**config.mk**
```make
export PLATFORM = sky130hd
export DESIGN_NAME = weighted_moving_average_core
export DESIGN_NICKNAME = d
export VERILOG_FILES = /design/src/rtl/core/wma_pkg.sv /design/src/rtl/core/wma_ram.sv /design/src/rtl/core/wma_alu.sv /design/src/rtl/core/weighted_moving_average_core.sv
export SDC_FILE = /design/constraint.sdc
export NUM_CORES = 1
export LEC_CHECK = 0
export ABC_AREA = 1
export BUFFER_PORTS_ARGS = -buffer_cell sky130_fd_sc_hd__buf_2
export CAP_MARGIN = 20
export CELL_PAD_IN_SITES_DETAIL_PLACEMENT = 1
export CELL_PAD_IN_SITES_GLOBAL_PLACEMENT = 1
export CORE_MARGIN = 5
export CORE_UTILIZATION = 55
export CTS_CLUSTER_SIZE = 40
export DETAILED_ROUTE_END_ITERATION = 10
export PLACE_DENSITY = 0.88
export REMOVE_ABC_BUFFERS = 1
export SLEW_MARGIN = 20
export SYNTH_ARGS = -nofsm -noshare
export SYNTH_HDL_FRONTEND = slang
export SYNTH_SLANG_ARGS = --single-unit
```
**constraint.sdc**
```tcl
create_clock -name clock -period 10 [get_ports clock]
set_clock_uncertainty 0.1 [all_clocks]
set_input_delay 1 -clock clock [delete_from_list [all_inputs] [get_ports clock]]
set_output_delay 1 -clock clock [all_outputs]
set_load 0.01 [all_outputs]
```
**src/rtl/core/wma_pkg.sv**
```systemverilog
// Shared constants and types for the weighted moving average core.
`timescale 1ns / 1ps
package wma_pkg;

   localparam int SAMPLE_W      = 16;
   localparam int CFG_W         = 6;
   localparam int DEPTH_DEFAULT = 32;

   localparam logic [CFG_W-1:0] WINDOW_RESET = 6'd5;

   localparam logic [1:0] OP_NOP = 2'd0;
   localparam logic [1:0] OP_CLR = 2'd1;
   localparam logic [1:0] OP_MAC = 2'd2;
   localparam logic [1:0] OP_DIV = 2'd3;

   typedef struct packed {
      logic [1:0] op;
      logic       data_valid;
   } alu_ctrl_type;

endpackage

```
**src/rtl/core/wma_ram.sv**
```systemverilog
// Generic single-write, single-read RAM with registered read data.
`timescale 1ns / 1ps
module wma_ram #(
   parameter int Width = 16,
   parameter int Depth = 32,
   parameter int AddrW = (Depth > 1) ? $clog2(Depth) : 1
) (
   input  logic             clock,
   input  logic             wr_en,
   input  logic [AddrW-1:0] wr_addr,
   input  logic [Width-1:0] wr_data,
   input  logic             rd_en,
   input  logic [AddrW-1:0] rd_addr,
   output logic [Width-1:0] rd_data
);

   logic [Width-1:0] mem_ff [Depth];
   logic [Width-1:0] rd_data_ff;

   always_ff @(posedge clock) begin
      if (wr_en) begin
         mem_ff[wr_addr] <= wr_data;
      end
      if (rd_en) begin
         rd_data_ff <= mem_ff[rd_addr];
      end
   end

   assign rd_data = rd_data_ff;

endmodule

```
**src/rtl/core/wma_alu.sv**
```systemverilog
// Shared arithmetic unit: multiply-accumulate of taps, then restoring divide steps.
`timescale 1ns / 1ps
module wma_alu #(
   parameter int Depth = wma_pkg::DEPTH_DEFAULT,
   parameter int WeightW = $clog2(Depth + 1),
   parameter int DivW = $clog2(Depth * (Depth + 1) / 2 + 1),
   parameter int AccW = wma_pkg::SAMPLE_W + DivW
) (
   input  logic                          clock,
   input  wma_pkg::alu_ctrl_type         ctrl,
   input  logic [WeightW-1:0]            weight,
   input  logic [wma_pkg::SAMPLE_W-1:0]  data,
   output logic [AccW-1:0]               acc
);
   import wma_pkg::*;

   logic [AccW-1:0]             acc_ff, acc_in;
   logic [DivW-1:0]             rem_ff, rem_in;
   logic [DivW-1:0]             div_ff, div_in;
   logic [SAMPLE_W-1:0]         tap;
   logic [SAMPLE_W+WeightW-1:0] prod;
   logic [DivW:0]               shifted;
   logic [DivW:0]               diff;
   logic                        fits;

   assign tap     = ctrl.data_valid ? data : '0;
   assign prod    = tap * weight;
   assign shifted = {rem_ff, acc_ff[AccW-1]};
   assign diff    = shifted - {1'b0, div_ff};
   assign fits    = shifted >= {1'b0, div_ff};

   always_comb begin
      acc_in = acc_ff;
      rem_in = rem_ff;
      div_in = div_ff;
      case (ctrl.op)
         OP_CLR: begin
            acc_in = '0;
            rem_in = '0;
            div_in = '0;
         end
         OP_MAC: begin
            acc_in = acc_ff + AccW'(prod);
            div_in = div_ff + DivW'(weight);
         end
         OP_DIV: begin
            acc_in = {acc_ff[AccW-2:0], fits};
            rem_in = fits ? diff[DivW-1:0] : shifted[DivW-1:0];
         end
         default: begin
            acc_in = acc_ff;
         end
      endcase
   end

   always_ff @(posedge clock) begin
      acc_ff <= acc_in;
      rem_ff <= rem_in;
      div_ff <= div_in;
   end

   assign acc = acc_ff;

endmodule

```
**src/rtl/core/weighted_moving_average_core.sv**
```systemverilog
// Top level: linearly weighted moving average over a circular sample history.
//
//   Channel  Direction  Contents
//   req      in         tdata[15:0] sample
//   rsp      out        tdata[15:0] average
//   csr      in         data[5:0] window_length (clamped to 1..Depth)
//
// Each item runs one MAC per tap of the clamped window through the single history
// RAM read port, then one restoring divide step per accumulator bit (AccW = 16 +
// divisor bits) in the shared ALU.
// req_tready is high only while idle; a result waits in the output register.
// Reset is synchronous; history valid bits clear at once, so no clearing pass.
`timescale 1ns / 1ps
module weighted_moving_average_core #(
   parameter int Depth = wma_pkg::DEPTH_DEFAULT
) (
   input  logic                          clock,
   input  logic                          reset,
   input  logic                          req_tvalid,
   output logic                          req_tready,
   input  logic [15:0]                   req_tdata,  // [15:0] sample
   output logic                          rsp_tvalid,
   input  logic                          rsp_tready,
   output logic [15:0]                   rsp_tdata,  // [15:0] average
   input  logic                          csr_valid,
   output logic                          csr_ready,
   input  logic [wma_pkg::CFG_W-1:0]     csr_data    // [5:0] window_length
);
   import wma_pkg::*;

   localparam int AddrW   = (Depth > 1) ? $clog2(Depth) : 1;
   localparam int WeightW = $clog2(Depth + 1);
   localparam int DivW    = $clog2(Depth * (Depth + 1) / 2 + 1);
   localparam int AccW    = SAMPLE_W + DivW;
   localparam int CntW    = $clog2(AccW);
   localparam int CmpW    = (WeightW > CFG_W) ? WeightW : CFG_W;

   localparam logic [2:0] S_IDLE  = 3'd0;
   localparam logic [2:0] S_READ  = 3'd1;
   localparam logic [2:0] S_DRAIN = 3'd2;
   localparam logic [2:0] S_DIV   = 3'd3;
   localparam logic [2:0] S_DONE  = 3'd4;

   logic [2:0]          state_ff, state_in;
   logic [CFG_W-1:0]    window_ff, window_in;
   logic [AddrW-1:0]    wr_ptr_ff, wr_ptr_in;
   logic [AddrW-1:0]    rd_ptr_ff, rd_ptr_in;
   logic [WeightW-1:0]  weight_ff, weight_in;
   logic [WeightW-1:0]  tap_weight_ff, tap_weight_in;
   logic                tap_valid_ff, tap_valid_in;
   logic                mac_pend_ff, mac_pend_in;
   logic [CntW-1:0]     cnt_ff, cnt_in;
   logic [Depth-1:0]    valid_ff, valid_in;
   logic                rsp_valid_ff, rsp_valid_in;
   logic [SAMPLE_W-1:0] rsp_data_ff, rsp_data_in;

   logic                accept;
   logic                load_rsp;
   logic [CmpW-1:0]     window_ext;
   logic [WeightW-1:0]  window_clamped;
   logic [SAMPLE_W-1:0] ram_rd_data;
   logic [AccW-1:0]     acc;
   alu_ctrl_type        alu_ctrl;

   assign req_tready = (state_ff == S_IDLE);
   assign accept     = req_tvalid & req_tready;
   assign csr_ready  = 1'b1;
   assign load_rsp   = (state_ff == S_DONE) && (!rsp_valid_ff || rsp_tready);

   assign window_ext = CmpW'(window_ff);

   always_comb begin
      if (window_ext == '0) begin
         window_clamped = WeightW'(1);
      end else if (window_ext > CmpW'(Depth)) begin
         window_clamped = WeightW'(Depth);
      end else begin
         window_clamped = window_ext[WeightW-1:0];
      end
   end

   always_comb begin
      state_in      = state_ff;
      window_in     = (csr_valid && csr_ready) ? csr_data : window_ff;
      wr_ptr_in     = wr_ptr_ff;
      rd_ptr_in     = rd_ptr_ff;
      weight_in     = weight_ff;
      cnt_in        = cnt_ff;
      valid_in      = valid_ff;
      tap_weight_in = weight_ff;
      tap_valid_in  = valid_ff[rd_ptr_ff];
      mac_pend_in   = (state_ff == S_READ);
      rsp_valid_in  = rsp_valid_ff & ~rsp_tready;
      rsp_data_in   = rsp_data_ff;
      case (state_ff)
         S_IDLE: begin
            if (accept) begin
               valid_in[wr_ptr_ff] = 1'b1;
               rd_ptr_in = wr_ptr_ff;
               wr_ptr_in = (wr_ptr_ff == AddrW'(Depth - 1)) ? '0 : wr_ptr_ff + 1'b1;
               weight_in = window_clamped;
               state_in  = S_READ;
            end
         end
         S_READ: begin
            rd_ptr_in = (rd_ptr_ff == '0) ? AddrW'(Depth - 1) : rd_ptr_ff - 1'b1;
            weight_in = weight_ff - 1'b1;
            if (weight_ff == WeightW'(1)) begin
               state_in = S_DRAIN;
            end
         end
         S_DRAIN: begin
            cnt_in   = CntW'(AccW - 1);
            state_in = S_DIV;
         end
         S_DIV: begin
            cnt_in = cnt_ff - 1'b1;
            if (cnt_ff == '0) begin
               state_in = S_DONE;
            end
         end
         S_DONE: begin
            if (load_rsp) begin
               rsp_valid_in = 1'b1;
               rsp_data_in  = acc[SAMPLE_W-1:0];
               state_in     = S_IDLE;
            end
         end
         default: begin
            state_in = S_IDLE;
         end
      endcase
   end

   always_comb begin
      alu_ctrl.data_valid = tap_valid_ff;
      if (mac_pend_ff) begin
         alu_ctrl.op = OP_MAC;
      end else if (state_ff == S_DIV) begin
         alu_ctrl.op = OP_DIV;
      end else if (accept) begin
         alu_ctrl.op = OP_CLR;
      end else begin
         alu_ctrl.op = OP_NOP;
      end
   end

   always_ff @(posedge clock) begin
      if (reset) begin
         state_ff     <= S_IDLE;
         window_ff    <= WINDOW_RESET;
         wr_ptr_ff    <= '0;
         valid_ff     <= '0;
         mac_pend_ff  <= 1'b0;
         rsp_valid_ff <= 1'b0;
      end else begin
         state_ff     <= state_in;
         window_ff    <= window_in;
         wr_ptr_ff    <= wr_ptr_in;
         valid_ff     <= valid_in;
         mac_pend_ff  <= mac_pend_in;
         rsp_valid_ff <= rsp_valid_in;
      end
   end

   always_ff @(posedge clock) begin
      rd_ptr_ff     <= rd_ptr_in;
      weight_ff     <= weight_in;
      tap_weight_ff <= tap_weight_in;
      tap_valid_ff  <= tap_valid_in;
      cnt_ff        <= cnt_in;
      rsp_data_ff   <= rsp_data_in;
   end

   wma_ram #(
      .Width (SAMPLE_W),
      .Depth (Depth),
      .AddrW (AddrW)
   ) u_history (
      .clock   (clock),
      .wr_en   (accept),
      .wr_addr (wr_ptr_ff),
      .wr_data (req_tdata),
      .rd_en   (state_ff == S_READ),
      .rd_addr (rd_ptr_ff),
      .rd_data (ram_rd_data)
   );

   wma_alu #(
      .Depth   (Depth),
      .WeightW (WeightW),
      .DivW    (DivW),
      .AccW    (AccW)
   ) u_alu (
      .clock  (clock),
      .ctrl   (alu_ctrl),
      .weight (tap_weight_ff),
      .data   (ram_rd_data),
      .acc    (acc)
   );

   assign rsp_tvalid = rsp_valid_ff;
   assign rsp_tdata  = rsp_data_ff;

endmodule
```
### Word-level counts from Yosys, hierarchy flattened

Memories as Yosys holds them, arrays and structs flattened. A register that Yosys moved wholly into a read port is not among the register bits.
Cells that the tools add are included.
W data, S select, Z words.

| cells by class | value |
|---|---|
| add/subtract/negate cells | 7 |
| multiply operators | 1 |
| magnitude comparators | 5 |
| eq/ne operators | 13 |
| muxes and demuxes | 30 |
| bitwise gates (word level) | 4 |
| reduce and logical (&&, ||, !) cells | 17 |

Operators by type and width:

| kind | number |
|---|---|
| $pmux W26 S3 | 1 |
| $pmux W10 S2 | 2 |
| $or A32 B32 Y32 | 1 |
| $add A26 B22 Y26 | 1 |
| $mul A16 B6 Y22 | 1 |
| $pmux W5 S2 | 2 |
| $mux W6 | 3 |
| $mux W16 | 1 |
| $mux W5 | 3 |
| $pmux W3 S5 | 1 |
| $lt A5 B6 Y1 const B | 2 |
| $mux W3 | 4 |
| $pmux W6 S2 | 1 |
| $ge A11 B10 Y1 | 1 |
| $add A10 B6 Y10 | 1 |
| $logic_not A5 Y1 | 2 |
| $mux W10 | 1 |
| $sub A10 B10 Y10 | 1 |
| $sub A5 B1 Y5 const B | 2 |
| $reduce_bool A2 Y1 | 4 |
| $mux W1 | 7 |
| $eq A3 B2 Y1 const B | 2 |
| $eq A6 B1 Y1 const B | 1 |
| $gt A6 B6 Y1 const B | 1 |
| 23 further kinds | 31 |

| storage, ports and cells | value |
|---|---|
| register bits after elaboration | 133 |
| bits in writable memories | 512 |
| input port bits | 27 |
| output and inout port bits | 19 |
| memories | 1 |

Memory list:

| name | words | width | read ports | clocked after Yosys merged registers in | write ports | line | text |
|---|---|---|---|---|---|---|---|
| u_history.mem_ff | 32 | 16 | 1 | 1 | 1 | wma_ram.sv:17 | `logic [Width-1:0] mem_ff [Depth];` |

### Depth between registers and ports, before layout

| depth | value |
|---|---|
| depth after elaboration | 7 |
| mapped depth | 23 |
| mapped depth without buffers | 22 |

### By module

A second synthesis with hierarchy kept.

| unflattened totals | value |
|---|---|
| cell total of the unflattened synthesis | 3262 |
| area, all modules | 32448.6 um2 |

By module, submodules not included:

| module | times used | cells each | area each (um2) |
|---|---|---|---|
| wma_ram | 1 | 1794 | 21461.8 |
| wma_alu | 1 | 1021 | 7201.9 |
| weighted_moving_average_core | 1 | 447 | 3784.9 |

### Worst setup path before layout

Ideal clock, no wire load.

| timing path | value |
|---|---|
| path type | register to register |
| start point | register tap_valid_ff |
| end point | register u_alu.acc_ff[12], in the netlist u_alu.acc[12] (data pin) |
| setup time | 0.270 ns |
| arrival time | 4.217 ns |
| setup slack | 5.413 ns |
| cell stages (with the launch flop) | 22 |
| buffers on the path | 1 |
| period minus slack after synthesis | 4.587 ns |
| cell sequence | dfxtp_1 clkbuf_1 nand2_1 inv_1 nand2_1 fa_1 fa_1 inv_1 fa_1 inv_1 fa_1 inv_1 ha_1 nand2_1 nand2_1 a21oi_1 nand2_1 nand2_1 nand2_1 or2_2 nand2_1 a21oi_1 |

| on the way | value |
|---|---|
| word-level cells in the longest chain between the ends | 4 |

RTL lines:

| element | line | text |
|---|---|---|
| from (decl) | weighted_moving_average_core.sv:50 | `logic tap_valid_ff, tap_valid_in;` |
| from (signal assigned) | weighted_moving_average_core.sv:170 | `tap_valid_ff <= tap_valid_in;` |
| $mux W16 | wma_alu.sv:26 | `assign tap = ctrl.data_valid ? data : '0;` |
| $mul A16 B6 Y22 | wma_alu.sv:27 | `assign prod = tap * weight;` |
| $add A26 B22 Y26 | wma_alu.sv:43 | `acc_in = acc_ff + AccW'(prod);` |
| $pmux W26 S3 | wma_alu.sv:36 | `case (ctrl.op)` |
| net u_alu.acc_in[12] | wma_alu.sv:17 | `logic [AccW-1:0] acc_ff, acc_in;` |
| to (signal assigned) | wma_alu.sv:57 | `acc_ff <= acc_in;` |
| to (decl) | wma_alu.sv:17 |  |

The timed path passes the listed nets, and every way through them passes these cells.
A chain may end at the register's enable or synchronous reset.

### Worst setup path in the final report

Same ends and word-level chain as after synthesis.

==> flow_metrics.tcl <==
set metrics [dict create \
    hold_violations 0 \
    die_y_um 249 \
    period_needed_ns 5.27 \
    portBuffers 44 \
    post-route-drc-count 0 \
    hold_slack_ns 0.340 \
    max_cap_violations 0 \
    cts_tree "done" \
    synth.avg_cell_area_um2 10.4 \
    synth-seq-cells 661 \
    power.density_mw_per_mm2 273 \
    clock-sinks 661 \
    rsz0062_at_grt "no" \
    routed_wirelength_mm 97.1 \
    max_freq_mhz 190 \
    area_delta_synth_final_pct 10.2 \
    slowest_delay_ns 0.72 \
    n_fill_cell 5953 \
    antenna_found_initial 1 \
    postCtsResizedCells 0 \
    grt_max_degree 215 \
    status "finished, final reports clean" \
    yosysTopAreaCellShare_pct 57.8 \
    numCtsBuffers 69 \
    slew_headroom_pct 28.8 \
    num_antenna_cells 0 \
    drive_gt1_share_pct 7.99 \
    cts_hold_buf 0 \
    insertion_delay_ns 0.63 \
    synth.cell_area_mm2 0.0315 \
    leakagePower_nw 13.3 \
    num_vias 23719 \
    cp_slowest_cell "dfxtp_1" \
    crit_family "adder cells" \
    critPathBufInv 4 \
    grt_pass1_wl_mm 147 \
    num_rows 87 \
    final_antenna_net_count 0 \
    async_reset_ff_share_pct 0 \
    core_area_mm2 0.0565 \
    initial_utilization_pct 55.7 \
    track_usage_pct 30.5 \
    gp_congestion 0.888 \
    yosysTopAreaCell "edfxtp_1" \
    crit_top_cell "nand2_1" \
    crit_required_ns 10.25 \
    worstMarginPinSlew_ns 1.07 \
    final_common_cell "nor2_1" \
    pin_count 46 \
    die_area_mm2 0.0621 \
    die_w_um 249 \
    ctsRootBufferMaster "clkbuf_16" \
    hp-class "reg2reg" \
    setup_viol 0 \
    crit_type "reg2reg" \
    place_hpwl_mm 57.6 \
    yosysSeqAreaShare_pct 61.3 \
    vdd_ir_drop_max_mv 0.179 \
    htreeDepth 3 \
    crit_arrival_ns 5.53 \
    post_cts_buffers 0 \
    synth_cells 3028 \
    drtIter0Drc 2330 \
    critPathCaptureType "flop" \
    cp-start-kind "flop" \
    cp_cell_sequence "nand2_1 > inv_1 > nand2_1 > fa_1 > fa_1 > inv_1 > fa_1 > inv_1 > fa_1 > inv_1 > ha_1 > nand2_1 > nand2_1 > a21oi_1 > nand2_1 > nand2_1 > nand2_1 > or2_2 > nand2_1 > a21oi_1" \
    grt_pass1_vias 25730 \
    drt_pass1_iterations 5 \
    netlist_top_cells_area "edfxtp_1, nor2_1, o21ai_0" \
    critical_path_peak_fanout 20 \
    grt-ovfl-total 0 \
    tns_ns 0 \
    ys_warn_count 0 \
    synth_top_flop_cell "edfxtp_1" \
    synth-edff-count 606 \
    ys_types 45 \
    clk_pin_slew_worst_paths_ns 0.07 \
    via_per_inst 6.15 \
    finalNetCount 3220 \
    final_cell_mix "nor2_1, edfxtp_1, nand2_1" \
    slew_violations 0 \
    wire_per_inst_um 25.2 \
    clockBufferDepth 3 \
    min_period_over_period_pct 52.7 \
]
## cell usage after synthesis, drive strengths merged, types with 7 or more instances
cell type  count
a21oi         81
buf           76
clkbuf        61
dfxtp         55
edfxtp       606
fa            78
ha            66
inv          295
nand2        383
nand3         71
nand3b         7
nand4          9
nor2         668
nor3          12
o211ai        17
o21ai        425
o22ai         79
xor2           9
## registers in the layout (all words and copies together) (netlist names)
name	count
rsp_tvalid	1
state_ff	3
valid_ff	32
cnt_ff	5
wr_ptr_ff	5
mac_pend_ff	1
u_alu.rem_ff	10
window_ext	6
rd_ptr_ff	5
rsp_tdata	16
tap_valid_ff	1
u_history.mem_ff	512
tap_weight_in	6
u_history.rd_data	16
tap_weight_ff	6
u_alu.acc	26
u_alu.div_ff	10
## routing by layer
layer  global-route usage (%)  vias to the layer above  wire length, um
li1                         -                    10290                -
met1                     36.2                    11815            35200
met2                     53.6                     1238            49200
met3                     4.83                      376             6920
met4                     15.9                        0             5750
met5                        0                        -                0
## worst paths after layout
check | start | end | slack [ns] | depth (start not counted)
setup / recovery | tap_valid_ff | u_alu.acc[12] | 4.73 | 20
hold / removal | tap_weight_in[3] | tap_weight_ff[3] | 0.34 | 0
setup reg to reg | tap_valid_ff | u_alu.acc[12] | 4.73 | 20
hold reg to reg | tap_weight_in[3] | tap_weight_ff[3] | 0.34 | 0
## cell type report
type	instances	area (um^2)	area share [%]
clock buffer	91	1890	5.45
clock inverter	34	395	1.14
sequential	661	19300	55.6
inverter	299	1130	3.26
multi-input combinational	1931	10500	30.2
tap	756	946	2.73
timing repair buffer	87	556	1.60
## through the flow
stage	utilization [%]	power (mW)	area, um^2	setup WS, ns	instances
after global placement	57.3	6.55	32400	4.94	3734
after detailed placement	57.3	6.81	32400	4.75	3734
after floorplan	-	5.67	30800	2.45	2891
final	61.4	9.48	34700	4.73	3859
after CTS	61.4	9.47	34700	4.72	3859
after global routing	61.4	10.0	34700	4.36	3859
## where the power goes
part | switching [mW] | total [mW] | internal [mW]
sequential | 0.110 | 3.30 | 3.19
clock | 1.14 | 2.61 | 1.47
combinational | 2.53 | 3.57 | 1.04
total | 3.78 | 9.48 | 5.69
## cells by family after synthesis
| kind of cell | Yosys count | synth area share (%) |
|---|---|---|
| buffers and inverters | 436 | 5.79 |
| AOI/OAI and AO/OA | 616 | 10.4 |
| and+or+nand+nor | 1157 | 14.6 |
| DFF | 661 | 61.3 |
| other | 1 | 0.0119 |
| xor gates and xnor gates | 13 | 0.362 |
| adders and majority gates | 144 | 7.58 |
(Power assumes the default switching activity.)
